==> src/sv/gmds_pkg.sv <==
package gmds_pkg;

    localparam logic [1:0] CMD_WRITE = 2'd0;
    localparam logic [1:0] CMD_SOLVE = 2'd1;
    localparam logic [1:0] CMD_READ  = 2'd2;

    localparam logic [1:0] ST_OPEN    = 2'd0;
    localparam logic [1:0] ST_WALL    = 2'd1;
    localparam logic [1:0] ST_VISITED = 2'd2;

    localparam logic [1:0] DIR_LEFT  = 2'd0;
    localparam logic [1:0] DIR_DOWN  = 2'd1;
    localparam logic [1:0] DIR_RIGHT = 2'd2;
    localparam logic [1:0] DIR_UP    = 2'd3;

    typedef enum logic [5:0] {
        S_IDLE  = 6'b000001,
        S_FETCH = 6'b000010,
        S_STEP  = 6'b000100,
        S_CHECK = 6'b001000,
        S_POP   = 6'b010000,
        S_OUT   = 6'b100000
    } fsm_t;

endpackage

==> src/sv/gmds_ram.sv <==
module gmds_ram #(
    parameter int WIDTH = 2,
    parameter int DEPTH = 64
) (
    input  logic                     aclk,
    input  logic                     we,
    input  logic [$clog2(DEPTH)-1:0] waddr,
    input  logic [WIDTH-1:0]         wdata,
    input  logic [$clog2(DEPTH)-1:0] raddr,
    output logic [WIDTH-1:0]         rdata
);

    logic [WIDTH-1:0] mem_reg [DEPTH];
    logic [WIDTH-1:0] rdata_reg;

    always_ff @(posedge aclk) begin
        if (we) begin
            mem_reg[waddr] <= wdata;
        end
        rdata_reg <= mem_reg[raddr];
    end

    assign rdata = rdata_reg;

endmodule

==> src/sv/grid_maze_dfs_solver_unit.sv <==
// channel | dir | tuser          | tdata
// s_      | in  | [1:0] command  | [2:0] row, [5:3] col, [6] wall, [7] zero
// m_      | out | -              | [0] found, [2:1] cell_state, [7:3] zero
//
// Write, read and unused commands pass from S_IDLE to S_OUT, through S_FETCH for an
// in-grid read. A solve runs one step of the search FSM per cycle, save while S_OUT
// waits on m_tready: S_STEP and S_CHECK per in-grid neighbor probed (grid RAM read),
// S_STEP alone per off-grid direction and S_POP per backtrack (stack RAM read). A cell
// is top of stack once plus once per child. Reset clears the FSM, the stack depth and
// one valid flop per grid cell; a cell whose flop is clear reads as open. A new word is
// taken as soon as the FSM is idle, even while the previous result is still held on m_.
module grid_maze_dfs_solver_unit #(
    parameter int SIDE = 8
) (
    input  logic       aclk,
    input  logic       aresetn,
    input  logic       s_tvalid,
    output logic       s_tready,
    input  logic [7:0] s_tdata,   // row, col, wall
    input  logic [1:0] s_tuser,   // command
    output logic       m_tvalid,
    input  logic       m_tready,
    output logic [7:0] m_tdata    // found, cell_state
);

    import gmds_pkg::*;

    localparam int CELLS = SIDE * SIDE;
    localparam int IW    = $clog2(CELLS);
    localparam int RW    = $clog2(SIDE);
    localparam int DW    = $clog2(CELLS + 1);
    localparam logic [RW-1:0] LAST  = RW'(SIDE - 1);
    localparam logic [4:0]    SIDE5 = 5'(SIDE);

    fsm_t            state_reg, state_next;
    logic [1:0]      cmd_reg, cmd_next;
    logic [RW-1:0]   top_row_reg, top_row_next, top_col_reg, top_col_next;
    logic [RW-1:0]   nb_row_reg, nb_row_next, nb_col_reg, nb_col_next;
    logic [1:0]      dir_reg, dir_next;
    logic [DW-1:0]   depth_reg, depth_next;
    logic            found_reg, found_next;
    logic [1:0]      cstate_reg, cstate_next;
    logic            m_tvalid_reg, m_tvalid_next;
    logic            m_found_reg, m_found_next;
    logic [1:0]      m_cstate_reg, m_cstate_next;
    logic [CELLS-1:0] vld_reg;
    logic            gvld_reg;

    logic            g_we;
    logic [IW-1:0]   g_waddr, g_raddr;
    logic [1:0]      g_wdata, g_rdata, grid_state;
    logic            k_we;
    logic [IW-1:0]   k_waddr, k_raddr;
    logic [2*RW-1:0] k_wdata, k_rdata;

    logic [1:0]      in_cmd;
    logic [4:0]      in_row5, in_col5;
    logic            in_wall, in_grid;
    logic [RW-1:0]   in_row, in_col;
    logic [IW-1:0]   in_idx, top_idx, nb_idx, nbr_idx;
    logic            nb_ok, adv;
    logic [RW-1:0]   nr, nc;

    assign in_cmd  = s_tuser;
    assign in_row5 = {2'b00, s_tdata[2:0]};
    assign in_col5 = {2'b00, s_tdata[5:3]};
    assign in_wall = s_tdata[6];
    assign in_grid = (in_row5 < SIDE5) && (in_col5 < SIDE5);
    assign in_row  = in_row5[RW-1:0];
    assign in_col  = in_col5[RW-1:0];
    assign in_idx  = IW'(IW'(in_row) * IW'(SIDE)) + IW'(in_col);
    assign top_idx = IW'(IW'(top_row_reg) * IW'(SIDE)) + IW'(top_col_reg);
    assign nb_idx  = IW'(IW'(nb_row_reg) * IW'(SIDE)) + IW'(nb_col_reg);
    assign nbr_idx = IW'(IW'(nr) * IW'(SIDE)) + IW'(nc);

    assign grid_state = gvld_reg ? g_rdata : ST_OPEN;

    always_comb begin
        nr    = top_row_reg;
        nc    = top_col_reg;
        nb_ok = 1'b0;
        case (dir_reg)
            DIR_LEFT: begin
                nb_ok = top_col_reg != '0;
                nc    = top_col_reg - RW'(1);
            end
            DIR_DOWN: begin
                nb_ok = top_row_reg != LAST;
                nr    = top_row_reg + RW'(1);
            end
            DIR_RIGHT: begin
                nb_ok = top_col_reg != LAST;
                nc    = top_col_reg + RW'(1);
            end
            DIR_UP: begin
                nb_ok = top_row_reg != '0;
                nr    = top_row_reg - RW'(1);
            end
            default: begin
                nb_ok = 1'b0;
            end
        endcase
    end

    assign s_tready = state_reg == S_IDLE;

    always_comb begin
        state_next    = state_reg;
        cmd_next      = cmd_reg;
        top_row_next  = top_row_reg;
        top_col_next  = top_col_reg;
        nb_row_next   = nb_row_reg;
        nb_col_next   = nb_col_reg;
        dir_next      = dir_reg;
        depth_next    = depth_reg;
        found_next    = found_reg;
        cstate_next   = cstate_reg;
        m_tvalid_next = m_tvalid_reg && !m_tready;
        m_found_next  = m_found_reg;
        m_cstate_next = m_cstate_reg;
        g_we          = 1'b0;
        g_waddr       = in_idx;
        g_wdata       = ST_OPEN;
        g_raddr       = in_idx;
        k_we          = 1'b0;
        k_waddr       = depth_reg[IW-1:0];
        k_wdata       = {top_row_reg, top_col_reg};
        k_raddr       = IW'(depth_reg - DW'(2));
        adv           = 1'b0;

        case (state_reg)
            S_IDLE: begin
                if (s_tvalid) begin
                    cmd_next     = in_cmd;
                    top_row_next = in_row;
                    top_col_next = in_col;
                    found_next   = 1'b0;
                    case (in_cmd)
                        CMD_WRITE: begin
                            g_we        = in_grid;
                            g_wdata     = in_wall ? ST_WALL : ST_OPEN;
                            cstate_next = (in_grid && !in_wall) ? ST_OPEN : ST_WALL;
                            state_next  = S_OUT;
                        end
                        CMD_SOLVE, CMD_READ: begin
                            cstate_next = ST_WALL;
                            state_next  = in_grid ? S_FETCH : S_OUT;
                        end
                        default: begin
                            cstate_next = ST_OPEN;
                            state_next  = S_OUT;
                        end
                    endcase
                end
            end
            S_FETCH: begin
                if (cmd_reg == CMD_READ || grid_state == ST_WALL) begin
                    cstate_next = grid_state;
                    state_next  = S_OUT;
                end else begin
                    g_we        = 1'b1;
                    g_waddr     = top_idx;
                    g_wdata     = ST_VISITED;
                    k_we        = 1'b1;
                    k_waddr     = '0;
                    cstate_next = ST_VISITED;
                    dir_next    = DIR_LEFT;
                    if (top_row_reg == LAST) begin
                        found_next = 1'b1;
                        depth_next = '0;
                        state_next = S_OUT;
                    end else begin
                        depth_next = DW'(1);
                        state_next = S_STEP;
                    end
                end
            end
            S_STEP: begin
                if (nb_ok) begin
                    g_raddr     = nbr_idx;
                    nb_row_next = nr;
                    nb_col_next = nc;
                    state_next  = S_CHECK;
                end else begin
                    adv = 1'b1;
                end
            end
            S_CHECK: begin
                if (grid_state == ST_OPEN) begin
                    g_we         = 1'b1;
                    g_waddr      = nb_idx;
                    g_wdata      = ST_VISITED;
                    k_we         = 1'b1;
                    k_wdata      = {nb_row_reg, nb_col_reg};
                    top_row_next = nb_row_reg;
                    top_col_next = nb_col_reg;
                    dir_next     = DIR_LEFT;
                    if (nb_row_reg == LAST) begin
                        found_next = 1'b1;
                        depth_next = '0;
                        state_next = S_OUT;
                    end else begin
                        depth_next = depth_reg + DW'(1);
                        state_next = S_STEP;
                    end
                end else begin
                    adv = 1'b1;
                end
            end
            S_POP: begin
                top_row_next = k_rdata[2*RW-1:RW];
                top_col_next = k_rdata[RW-1:0];
                dir_next     = DIR_LEFT;
                state_next   = S_STEP;
            end
            S_OUT: begin
                if (!m_tvalid_reg || m_tready) begin
                    m_tvalid_next = 1'b1;
                    m_found_next  = found_reg;
                    m_cstate_next = cstate_reg;
                    state_next    = S_IDLE;
                end
            end
            default: begin
                state_next = S_IDLE;
            end
        endcase

        // next direction, or backtrack (or end the search at the start cell) once all four are spent
        if (adv) begin
            if (dir_reg != DIR_UP) begin
                dir_next   = dir_reg + 2'd1;
                state_next = S_STEP;
            end else if (depth_reg == DW'(1)) begin
                depth_next = '0;
                state_next = S_OUT;
            end else begin
                depth_next = depth_reg - DW'(1);
                state_next = S_POP;
            end
        end
    end

    always_ff @(posedge aclk) begin
        if (!aresetn) begin
            state_reg    <= S_IDLE;
            depth_reg    <= '0;
            m_tvalid_reg <= 1'b0;
            vld_reg      <= '0;
        end else begin
            state_reg    <= state_next;
            depth_reg    <= depth_next;
            m_tvalid_reg <= m_tvalid_next;
            if (g_we) begin
                vld_reg[g_waddr] <= 1'b1;
            end
        end
    end

    always_ff @(posedge aclk) begin
        cmd_reg      <= cmd_next;
        top_row_reg  <= top_row_next;
        top_col_reg  <= top_col_next;
        nb_row_reg   <= nb_row_next;
        nb_col_reg   <= nb_col_next;
        dir_reg      <= dir_next;
        found_reg    <= found_next;
        cstate_reg   <= cstate_next;
        m_found_reg  <= m_found_next;
        m_cstate_reg <= m_cstate_next;
        gvld_reg     <= vld_reg[g_raddr];
    end

    gmds_ram #(
        .WIDTH (2),
        .DEPTH (CELLS)
    ) u_grid (
        .aclk  (aclk),
        .we    (g_we),
        .waddr (g_waddr),
        .wdata (g_wdata),
        .raddr (g_raddr),
        .rdata (g_rdata)
    );

    gmds_ram #(
        .WIDTH (2 * RW),
        .DEPTH (CELLS)
    ) u_stack (
        .aclk  (aclk),
        .we    (k_we),
        .waddr (k_waddr),
        .wdata (k_wdata),
        .raddr (k_raddr),
        .rdata (k_rdata)
    );

    assign m_tvalid = m_tvalid_reg;
    assign m_tdata  = {5'b00000, m_cstate_reg, m_found_reg};

endmodule
==> config.mk <==
export PLATFORM = sky130hd
export DESIGN_NAME = grid_maze_dfs_solver_unit
export DESIGN_NICKNAME = d
export VERILOG_FILES = /design/src/sv/gmds_pkg.sv /design/src/sv/gmds_ram.sv /design/src/sv/grid_maze_dfs_solver_unit.sv
export SDC_FILE = /design/constraint.sdc
export NUM_CORES = 1
export LEC_CHECK = 0
export ABC_AREA = 1
export BUFFER_PORTS_ARGS = -buffer_cell sky130_fd_sc_hd__buf_2
export CAP_MARGIN = 40
export CORE_UTILIZATION = 61
export CTS_BUF_LIST = sky130_fd_sc_hd__clkbuf_16
export DETAILED_ROUTE_END_ITERATION = 16
export GPL_ROUTABILITY_DRIVEN = 0
export PLACE_DENSITY = 0.77
export SYNTH_ARGS = -nofsm -noshare
export SYNTH_HDL_FRONTEND = slang
export SYNTH_SLANG_ARGS = --single-unit
==> constraint.sdc <==
create_clock -name aclk -period 4.8 [get_ports aclk]
set_clock_uncertainty 0.1 [all_clocks]
set_input_delay 0.48 -clock aclk [delete_from_list [all_inputs] [get_ports aclk]]
set_output_delay 0.48 -clock aclk [all_outputs]
set_load 0.01 [all_outputs]
==> run metrics <==
pin count of the biggest net entering global routing=87; DRT Pass-1 Iters=6; core area=roughly 0.043 mm²; Site Rows=76; most frequent cells in the layout=532 x edfxtp_1, 340 x nand2_1, 331 x inv_1; Max Slew Vio Count=0; worst skew pair latency=640 ps; vias per inst=5.942; f_max=269.7 MHz; internal reg-to-reg setup slack=1090 ps; multi-input logic area=0.007262 mm²; post-synthesis sequential area ratio=0.6650; antenna cells=0; port bufs=17; vias in the first global route=17720; Post-Syn Instances=approximately 2500; placed cell areas=around 0.027 mm²; FF/Latch Area=0.01776 mm²; clk slew on worst S/H paths=roughly 70 ps; Mapped Area=0.02670 mm²; Overflow after GRT=0; Filler Cells Inserted=3148; Starting Density=0.6185; Peak supply drop=0.4172 mV; final WL=between 60000 and 70000 µm; post-CTS sizing=0; Die Y=roughly 210 µm; Final Hold Fails=0; drt wl/cell=a little under 20 µm; via count=18670; drt first-iter violations=1947; Setup Buffers After CTS=0; Antenna Nets Post-Route=0; Synth cell types=42; CP endpoint kind=flip-flop; max-cap violation count=0; # IOs=24; LEAKAGE=0.01107 µW; CTS Sinks=621; initial antenna violation count=0; Worst EP arrival=3950 ps; worst slew pin tran=928.3 ps; Remaining DRCs=0; die width=around 210 µm; total track usage=0.2818; die area=between 0.04 and 0.05 mm²; Setup crit start kind=flip-flop; Setup-failing EPs final=0; area grow syn2layout=9.043%; WP data required=5040 ps; total CTS buffers=58; HPWL Detailed=37310 µm; worst-path maximum fanout=10; Ys Warns=0; Final nets=2540; status=completed; first-pass GRT wire length=96010 µm; Fin Setup TNS=0 ps; P per Cell Area=approximately 380 mW/mm²; Setup CP Type=reg -> reg; commonest non-fill, non-tap cell in the layout=edfxtp_1; RSZ-0062 raised after global routing=false; Min Hold Slack=40.79 ps; max reg flops=384; Hold WC Path Type=in -> reg; synthesized flop and latch total=around 620; Slew headroom=0.3812; CTS tree=yes; # H-tree levels=2; proportion of layout cells with a drive suffix above 1=0.06766; Root Buffer=clkbuf_16; min Tclk post-route=3708 ps; CTS Buffer Depth=3; Mapped Avg Cell Area=10.55 µm²; fin crit share=0.7726; Design Area, Final=between 0.02 and 0.03 mm²
metal layers:
metal  track usage  share of wire  vias up
met5             0              0        -
met4        0.1389          0.045        0
met3       0.04564          0.076      168
met2        0.4801           0.50      883
met1        0.3505           0.38     8931
li1              -              -     8689
Yosys cell counts (all sizes together):
master / instances / area [µm²]
fa: 2 / 40.04
nand3b: 10 / 75.07
xnor2: 2 / 17.52
a221oi: 5 / 62.56
nand3: 228 / 1154
o21bai: 1 / 7.510
ha: 13 / 162.7
edfxtp: 532 / 15980
clkbuf: 99 / 371.6
o21ai: 234 / 1175
nand2: 342 / 1284
nor2: 332 / 1316
a21oi: 81 / 405.4
xor2: 14 / 122.6
nor3: 7 / 46.30
a22oi: 3 / 22.52
o31ai: 1 / 7.510
dfxtp: 89 / 1782
or2: 2 / 12.51
o221ai: 41 / 359.1
o32ai: 1 / 8.760
buf: 36 / 193.9
o211ai: 46 / 345.3
clkinv: 2 / 7.510
nand4: 9 / 62.56
conb: 1 / 3.750
o22ai: 68 / 425.4
nor4: 4 / 31.28
a31oi: 1 / 6.260
inv: 325 / 1220
final timing paths:
path,end,depth (start not counted),from
setup reg to reg,u_grid.mem_reg[35][0],9,gvld_reg
hold reg to reg,m_cstate_reg[0],0,cstate_reg[0]
hold / removal,m_tvalid,4,m_tready
setup / recovery,u_grid.mem_reg[35][0],9,gvld_reg
repair_timing:
action | 4_1_cts | 5_1_grt
endpoints found under the setup margin | 0 | 0
hold buffers | 3 | 0
hold endpoints to repair | 3 | 0
report_power, final:
group	internal, µW	switching, µW	total (µW)
Sequential	6040	24.5	6060
Clock	2240	1950	4190
Combinational	145	520	665
Total	8430	2500	10900
cell families after synthesis:
group / after synthesis / synth area share
other: 1 / 0.0001404
xor gates and xnor gates: 16 / 0.005248
AOI/OAI and AO/OA: 482 / 0.1058
adders and majority gates: 15 / 0.007591
buffers and inverters: 462 / 0.06714
DFF: 621 / 0.6650
and+or+nand+nor: 934 / 0.1491
through the flow:
step / std cells / util / worst slack (ps) / total power, µW
CTS: 3142 / 0.6745 / 1147 / 10950
floorplan: 2535 / - / 734.9 / 6595
finish: 3142 / 0.6745 / 1092 / 10920
detailed placement: 3033 / 0.6341 / 1169 / 6832
global route: 3142 / 0.6745 / 834.2 / 11210
global placement: 3029 / 0.6320 / 1285 / 6799
cell type report:
class | instances | area share
sequential | 621 | 0.6100
clock inverter | 48 | 0.008938
clock buffer | 58 | 0.04985
tap | 585 | 0.02514
inverter | 327 | 0.04224
multi-input combinational | 1452 | 0.2494
timing repair buffer | 51 | 0.01444
critical path, cell delays in order, from the launching register on:
cell	delay (ps)
dfxtp_1	320
nand2_1	150
nand2_1	350
nor2_4	560
nor2_2	230
a221oi_1	540
nand2_1	230
nor2_2	570
nand2_1	220
inv_1	140
(Power assumes the default switching activity.)
